`src/hdl/qrp_pkg.sv`:
```
`default_nettype none

package qrp_pkg;

  localparam int COORD_W = 32;
  localparam int Q_FRAC  = 30;

  // first product: three 64-bit terms, rounded to Q6.30 (30 fraction bits) with full integer range
  localparam int PROD1_W = 2 * COORD_W;
  localparam int SUM1_W  = PROD1_W + 2;
  localparam int T_W     = SUM1_W - Q_FRAC;

  // second product: t is cut at bit SPLIT into a signed high and unsigned low part
  localparam int SPLIT   = 16;
  localparam int THI_W   = T_W - SPLIT;
  localparam int PHI_W   = THI_W + COORD_W;
  localparam int PLO_W   = SPLIT + 1 + COORD_W;
  localparam int PROD2_W = T_W + COORD_W;
  localparam int SUM2_W  = PROD2_W + 2;
  localparam int R_W     = SUM2_W - Q_FRAC;

  localparam int N_PROD2 = 12;

  localparam logic signed [SUM1_W-1:0] ROUND1 = SUM1_W'(1) << (Q_FRAC - 1);
  localparam logic signed [SUM2_W-1:0] ROUND2 = SUM2_W'(1) << (Q_FRAC - 1);

  localparam logic signed [COORD_W-1:0] COORD_MAX = {1'b0, {(COORD_W-1){1'b1}}};
  localparam logic signed [COORD_W-1:0] COORD_MIN = {1'b1, {(COORD_W-1){1'b0}}};

  localparam logic signed [COORD_W-1:0] QUAT_X_RESET = COORD_W'(1) << Q_FRAC;

  localparam int ADDR_W = 4;

  typedef logic signed [COORD_W-1:0] coord_t;

  typedef enum logic [1:0] {
    REG_QUAT_X = 2'd0,
    REG_QUAT_Y = 2'd1,
    REG_QUAT_Z = 2'd2,
    REG_QUAT_W = 2'd3
  } reg_index_t;

  typedef struct packed {
    logic signed [COORD_W-1:0] x;
    logic signed [COORD_W-1:0] y;
    logic signed [COORD_W-1:0] z;
    logic signed [COORD_W-1:0] w;
  } quat_t;

  typedef struct packed {
    logic signed [T_W-1:0] x;
    logic signed [T_W-1:0] y;
    logic signed [T_W-1:0] z;
    logic signed [T_W-1:0] w;
  } tvec_t;

  typedef struct packed {
    logic signed [R_W-1:0] x;
    logic signed [R_W-1:0] y;
    logic signed [R_W-1:0] z;
  } rvec_t;

endpackage

`default_nettype wire

```
`src/hdl/qrp_cfg.sv`:
```
`default_nettype none

module qrp_cfg
  import qrp_pkg::*;
(
  input  wire logic              clk,
  input  wire logic              rst,
  input  wire logic              psel,
  input  wire logic              penable,
  input  wire logic              pwrite,
  input  wire logic [ADDR_W-1:0] paddr,
  input  wire logic [31:0]       pwdata,
  output logic      [31:0]       prdata,
  output logic                   pready,
  output quat_t                  quat
);

  reg_index_t idx;
  logic       wr;

  assign idx    = reg_index_t'(paddr[3:2]);
  assign wr     = psel && penable && pwrite;
  assign pready = 1'b1;

  always_ff @(posedge clk) begin
    if (rst) begin
      quat.x <= QUAT_X_RESET;
      quat.y <= '0;
      quat.z <= '0;
      quat.w <= '0;
    end else if (wr) begin
      unique case (idx)
        REG_QUAT_X: quat.x <= pwdata;
        REG_QUAT_Y: quat.y <= pwdata;
        REG_QUAT_Z: quat.z <= pwdata;
        REG_QUAT_W: quat.w <= pwdata;
        default:    ;
      endcase
    end
  end

  always_comb begin
    unique case (idx)
      REG_QUAT_X: prdata = quat.x;
      REG_QUAT_Y: prdata = quat.y;
      REG_QUAT_Z: prdata = quat.z;
      REG_QUAT_W: prdata = quat.w;
      default:    prdata = '0;
    endcase
  end

endmodule

`default_nettype wire

```
`config.mk`:
```
export PLATFORM = sky130hd
export DESIGN_NAME = qrp_cfg
export DESIGN_NICKNAME = d
export VERILOG_FILES = /design/src/hdl/qrp_pkg.sv /design/src/hdl/qrp_cfg.sv
export SDC_FILE = /design/constraint.sdc
export NUM_CORES = 1
export LEC_CHECK = 0
export CORE_UTILIZATION = 40
export CTS_CLUSTER_DIAMETER = 100
export DETAILED_ROUTE_END_ITERATION = 10
export DONT_BUFFER_PORTS = 1
export GPL_ROUTABILITY_DRIVEN = 0
export GPL_TIMING_DRIVEN = 0
export PLACE_DENSITY_LB_ADDON = 0.05
export SYNTH_ARGS = -nofsm -noshare
export SYNTH_HDL_FRONTEND = slang
export SYNTH_SLANG_ARGS = --single-unit
```
`constraint.sdc`:
```
create_clock -name clk -period 2.1 [get_ports clk]
set_input_delay 0.315 -clock clk [delete_from_list [all_inputs] [get_ports clk]]
set_output_delay 0.315 -clock clk [all_outputs]
set_load 0.01 [all_outputs]
```
==> out/metrics.yaml, run 1 <==
outcome:
  status: "complete, no violations"
worst_setup_path:
  critical_path_required_ns: 1.78
  slowest_delay_ns: 0.38
  timing.critical_path.cells: "buf_4 -> buf_6 -> buf_4 -> mux4_2"
  setup.worst_path.end_class: "primary output"
  crit_path_max_fanout: 10
  timing.critical_path.mode_cell: "buf_4"
  timing.critical_path.from_type: "primary input"
  worst-endpoint-arrival_ns: 1.39
  crit_type: "in2out"
  critical-path-slowest-cell: "mux4_2"
cells_and_area:
  nFillCells: 1322
  max_ffs_per_register: 128
  fin_cells: 714
  drive_gt1_share_pct: 17.74
  design.final.nets: 558
  multi_input_gate_area_in_the_final_layout_mm2: 0.003098
  max_flop_register: "quat"
  seqCellArea_mm2: 0.002562
  layout.cells.most_common: "nand2b_1"
  n_antenna_cell: 0
  mostFrequentLayoutCells: "nand2b_1, mux2i_1, dfxtp_1, mux4_2, clkbuf_16"
  final_cell_area_mm2: 0.006790
  biggestRegsByFlops: "quat x128"
  flow.area_growth_from_synthesis_pct: 14.42
detailed_routing:
  post_drt_wl_per_cell_um: 22.32
  routed_wirelength_um: 15930
  first_pass_iters: 4
  detail_route.vias_per_cell: 5.283
  detail_route.iter0.violations: 161
  vias: 3772
  remaining_drc_errors: 0
  route.antenna.remaining_nets: 0
timing:
  final-max-slew-violation-count: 0
  clock.fmax_mhz: 588.0
  timing_hold_violations_final: 0
  slew_limit_headroom_pct: 60.92
  setup_tns_ns: 0
  worstMarginPinSlew_ns: 0.5862
  setup_viol: 0
  timing.final.crit_share_pct: 80.99
  finalClockSkew_ns: 0
  fin_ws_ns: 0.3993
  rsz0062_at_grt: "false"
  post-route-min-period_ns: 1.701
power:
  power-per-cell-area_mw_per_mm2: 870.9
  leakage_nw: 2.970
  ir_drop_v: 0.0005650
clocking:
  worst_setup_hold_path_clk_slew_ns: 0.05
  number_of_buffers_created_by_cts: 17
  clkSinkCount: 128
  worst_skew_pair.late_latency_ns: 0.41
  clockBufferDepth: 2
  htree_num_levels: 4
  ctsHoldBuffers: 0
  post_cts_setup_driven_buffer_insertion_count: 0
  clk_root_buf: "clkbuf_16"
  cts_resized: 0
  clock_tree_from_tritoncts: "yes"
floorplanning:
  chipWidth_um: 123.8
  fp.dieArea_mm2: 0.01533
  core_mm2: 0.01448
  starting_density_of_the_core_pct: 40.99
  fp.dieH_um: 123.8
  core.rowCount: 44
  top_level_ports: 202
global_route:
  pin_count_of_the_biggest_net_entering_global_routing: 17
  track_usage_pct: 21.34
  gr-total-overflow: 0
  grt_pass1_wl_um: 23360
  antenna_violations_before_repair: 0
  grt_pass1_vias: 3932
synth:
  synthesis.nets: 539
  yosysWarnings: 0
  synth.ff_latch_count: 128
  synth_area_mm2: 0.005934
  synthesis.area_per_instance_um2: 11.92
  synth_seq_area_share_pct: 43.18
  yosys.cell_types.count: 17
  synthCells: 498
place:
  detailedPlace.worstSlack_ns: 0.3520
  detailed_place.area_mm2: 0.006165
  place_inst: 682
  hpwlAfterDp_um: 11240
  numPortBuffers: 0
run:
  max-cap-violations: 0
min_path:
  hold_class: "in2reg"
-- worst paths after layout --
kind               from  slack (ns)   endpoint  cells after the start
max reg2reg    quat[63]        1.34   quat[63]                      2
min reg2reg    quat[90]        0.53   quat[90]                      2
max            paddr[3]        0.40  prdata[2]                      4
min          pwdata[30]        0.08  quat[126]                      2
-- synth_stat cells --
| cell | instances | area (µm²) |
|---|---|---|
| clkbuf_1 | 16 | 60.06 |
| and3_2 | 1 | 7.510 |
| or3_1 | 1 | 6.260 |
| mux2i_1 | 128 | 1281 |
| conb_1 | 1 | 3.750 |
| mux4_2 | 32 | 720.7 |
| nor3_4 | 1 | 16.27 |
| nand3b_4 | 1 | 20.02 |
| buf_4 | 10 | 75.07 |
| nor3b_2 | 1 | 12.51 |
| nand2b_1 | 159 | 994.7 |
| buf_6 | 11 | 123.9 |
| buf_2 | 3 | 15.01 |
| nor2_1 | 2 | 7.510 |
| nand3_2 | 2 | 20.02 |
| dfxtp_1 | 128 | 2562 |
| nand3b_1 | 1 | 7.510 |
-- worst max-delay path: cells and delay by family --
| kind | cells | cell delay (ns) |
|---|---|---|
| buf+inv | 3 | 0.69 |
| mux | 1 | 0.38 |
-- cells by family (layout without fill, tap and decap cells) --
group	count (synthesis)	in the layout	share of synthesized area, %
flops	128	128	43.18
simple gates	169	169	18.41
other cells	1	1	0.06319
mux	160	160	33.73
buf+inv	40	72	4.617
-- stage by stage --
step,hold slack (ns),utilization (%),total power (W)
detailed placement,0.4932,42.58,0.002903
finish,0.08258,46.90,0.005913
CTS,0.06682,46.90,0.005993
global route,0.09060,46.90,0.006137
global placement,0.4908,42.58,0.002898
floorplan,0.4822,-,0.002803
-- report_power, final --
| part | switching [W] | internal, W | total [W] |
|---|---|---|---|
| Clock | 0.00106 | 0.00202 | 0.00307 |
| Combinational | 0.000185 | 0.000150 | 0.000335 |
| Sequential | 0.0000459 | 0.00246 | 0.00251 |
-- layer usage --
layer  up-vias  share of wire [%]  track usage (%)  wire length [µm]
li1       1759                  -                -                 -
met2       144                 50            36.08              7905
met5         -                  0                0                 0
met4         0                1.1            7.078               178
met3        14                7.1            6.548              1135
met1      1855                 42            25.62              6713
-- cell type report --
cell class,count,share of cell area [%]
multi-input combinational,330,45.62
sequential,128,37.74
clock buffer,22,7.278
buffer,40,4.035
tap,184,3.390
clock inverter,10,1.935
(Power assumes the default switching activity.)
==> run 2: changes to the inputs <==
--- a/config.mk
+++ b/config.mk
@@ -5,6 +5,7 @@
 export SDC_FILE = /design/constraint.sdc
 export NUM_CORES = 1
 export LEC_CHECK = 0
+export ABC_AREA = 1
 export CORE_UTILIZATION = 40
 export CTS_CLUSTER_DIAMETER = 100
 export DETAILED_ROUTE_END_ITERATION = 10
==> constraint.sdc (replaced) <==
create_clock -name clk -period 1.7 [get_ports clk]
set_input_delay 0.255 -clock clk [delete_from_list [all_inputs] [get_ports clk]]
set_output_delay 0.255 -clock clk [all_outputs]
set_load 0.01 [all_outputs]
==> run 2 against run 1 <==
  * Worst hold slack improved by 0.018 ns
  * Die area rose by 1.0%
  * Non-clock buffer count is 25 higher
  * Largest power group unchanged
  * Synthesized cell count increased by 84%
  * Critical path depth did not move
  * Utilization shrank 0.63 points
  * Clock power is 5% higher
  * Routed wire length is 37% higher
  * Total power increased by 19%
  * Critical endpoint is now prdata[3]
  * Cell count is 58% higher
  * Worst setup slack worse by 0.17 ns
==> out/metrics.yaml, run 2 <==
outcome:
  status: "complete, no violations"
power:
  leakage_nw: 2.852
  power.switching_fraction_pct: 26.56
  power_frac_seq_pct: 45.1
  intPower_w: 0.005158
  p_sw_w: 0.001866
  power-per-cell-area_mw_per_mm2: 1041
  pwr-share-clk_pct: 46.0
  ir_drop_v: 0.0006516
  fin_total_pwr_w: 0.007024
  pwr-share-comb_pct: 8.9
synth:
  synthFlopType: "dfxtp_1"
  synth.top_cell.area_share_pct: 42.73
  synthCells: 915
  synth-compound-area-share_pct: 0.08346
  synth_top_family_by_area: "simple AND/OR/NAND/NOR gates"
  ys_top_cells_by_count: "nand2_1, nor2_1, dfxtp_1, nand3_1, inv_1"
  yosys.area_share.adder_pct: 0
  count_of_flip_flops_with_a_built_in_enable_after_synthesis: 0
  synth_xor_xnor_area_share_pct: 0
  yosysWarnings: 0
  synthesis.nets: 956
  synth_area_mm2: 0.005997
  synthesis.area_per_instance_um2: 6.554
  synthMuxAreaShare_pct: 0
  yosys.cell_count.top_type: "nand2_1"
  yosys.cell_types.count: 17
  synth_seq_area_share_pct: 42.73
  synth.ff_latch_count: 128
  synth.area.top_cells: "dfxtp_1, nand2_1, nor2_1"
  synth_top_cell_by_area: "dfxtp_1"
  post_synth_and_or_nand_nor_area_fraction_pct: 47.80
  fraction_of_synthesis_flops_using_an_asynchronous_set_or_reset_pin_pct: 0
floorplanning:
  fp.dieH_um: 124.4
  top_level_ports: 202
  core_mm2: 0.01459
  core.rowCount: 44
  fp.dieArea_mm2: 0.01549
  starting_density_of_the_core_pct: 41.11
  chipWidth_um: 124.4
worst_setup_path:
  critical_path_required_ns: 1.44
  crit_type: "in2out"
  worst-endpoint-arrival_ns: 1.22
  setup.worst_path.end_class: "primary output"
  path_delay_family: "simple AND/OR/NAND/NOR gates"
  critical-path-slowest-cell: "clkbuf_2"
  worst-r2r-setup-slack_ns: 0.99
  timing.critical_path.cells: "nor2_2 -> clkbuf_2 -> nand2_1 -> nand4_1"
  slowest_delay_ns: 0.37
  crit_path_max_fanout: 10
  timing.critical_path.from_type: "primary input"
  critPathBufInv: 1
cells_and_area:
  biggestRegsByFlops: "quat x128"
  n_antenna_cell: 0
  drive_gt1_share_pct: 9.398
  max_ffs_per_register: 128
  final_util_pct: 46.27
  flow.area_growth_from_synthesis_pct: 12.56
  mostFrequentLayoutCells: "nand2_1, nor2_1, nand3_1, dfxtp_1, inv_1"
  layout.cells.most_common: "nand2_1"
  nFillCells: 1560
  max_flop_register: "quat"
  design.final.nets: 976
timing:
  fin_ws_ns: 0.2254
  setup_tns_ns: 0
  rsz0062_at_grt: "false"
  slew_limit_headroom_pct: 56.58
  finalClockSkew_ns: 0
  clock.fmax_mhz: 678.2
  setup_viol: 0
  timing.final.crit_share_pct: 86.74
  worstMarginPinSlew_ns: 0.6513
  final-max-slew-violation-count: 0
  post-route-min-period_ns: 1.475
  final.hold.worst_slack_ns: 0.1002
  timing_hold_violations_final: 0
detailed_routing:
  vias: 6089
  route.antenna.remaining_nets: 0
  detail_route.iter0.violations: 455
  remaining_drc_errors: 0
  post_drt_wl_per_cell_um: 19.26
  detail_route.vias_per_cell: 5.384
  routed_wirelength_um: 21780
  first_pass_iters: 5
run:
  max-cap-violations: 0
global_route:
  grt.met1_usage_pct: 35.53
  pin_count_of_the_biggest_net_entering_global_routing: 17
  antenna_violations_before_repair: 0
  grt_busiest_layer: "met2"
  gr-total-overflow: 0
  globalRouteMet2Util_pct: 46.67
  grt_pass1_wl_um: 33730
  met3_usage_pct: 8.720
  grt_pass1_vias: 5827
  track_usage_pct: 28.35
clocking:
  worst_setup_hold_path_clk_slew_ns: 0.06
  clkSinkCount: 128
  clk_root_buf: "clkbuf_16"
  clock_tree_from_tritoncts: "yes"
  number_of_buffers_created_by_cts: 17
  clockBufferDepth: 2
  worst_skew_pair.late_latency_ns: 0.42
  htree_num_levels: 4
min_path:
  hold_class: "in2reg"
place:
  numPortBuffers: 0
  detailedPlace.worstSlack_ns: 0.01785
  hpwlAfterDp_um: 15110
run 2: cell count changes after synthesis, moves of 2 or more:
cell | before | now
nand3_1 | 0 | 128
clkbuf_1 | 16 | 18
nand2_1 | 0 | 260
nor2_4 | 0 | 6
inv_1 | 0 | 33
inv_2 | 0 | 4
mux2i_1 | 128 | 0
buf_4 | 10 | 19
nand4_1 | 0 | 32
nor2_2 | 0 | 2
nand2b_1 | 159 | 0
buf_2 | 3 | 15
nor2_1 | 2 | 254
mux4_2 | 32 | 0
run 2: power groups by stage:
stage / clock network [W] / registers, W / logic [W]
global route: 0.00339 / 0.00317 / 0.000692
finish: 0.00323 / 0.00317 / 0.000628
detailed placement: 0 / 0.00323 / 0.000621
floorplan: 0 / 0.00321 / 0.000435
global placement: 0 / 0.00323 / 0.000611
CTS: 0.00325 / 0.00317 / 0.000625
run 2: through the flow:
stage	cells	instance area, µm²
after CTS	1131	6746
after floorplan	915	5997
after global placement	1099	6227
after global routing	1131	6750
final	1131	6750
after detailed placement	1099	6227
run 2: worst register-to-register path, cell delays in order, from the launching register on:
cell and delay (ns):
dfxtp_1 0.44, o21ai_0 0.13, nand3_1 0.07
run 2: final timing paths:
check / startpoint / endpoint / cells past startpoint
max reg2reg: quat[126] / quat[126] / 2
min reg2reg: quat[83] / quat[83] / 2
min: pwdata[30] / quat[30] / 4
max: paddr[3] / prdata[3] / 4
run 2: cell families (layout without fill, tap and decap cells):
logic type             count (synthesis)  count (layout)
AOI/OAI and AO/OA                      1               1
buffers and inverters                101             133
DFF                                  128             128
other                                  1               1
and+or+nand+nor                      684             684
run 2: final cells by class:
cell class	instances	area [µm²]	area share (%)
Buffer	64	424.2	6.284
Clock buffer	24	471.7	6.988
Clock inverter	7	37.54	0.5561
Inverter	37	138.9	2.057
Multi-Input combinational cell	686	2875	42.60
Sequential cell	128	2562	37.96
Tap cell	184	230.2	3.411
Timing Repair Buffer	1	10.01	0.1483
run 2: what timing repair did:
| action | CTS | global route |
|---|---|---|
| hold buffers | 1 | 0 |
| buffers inserted | 0 | 0 |
| endpoints found under the setup margin | 0 | 30 |
| hold endpoints to repair | 1 | 0 |
| gates resized for setup | 0 | 6 |
run 2: layer usage:
metal / wire length (µm) / part of all wire [%]
met2: 10390 / 48
met5: 0 / 0
met3: 1921 / 8.8
met1: 9198 / 42
met4: 271 / 1.2
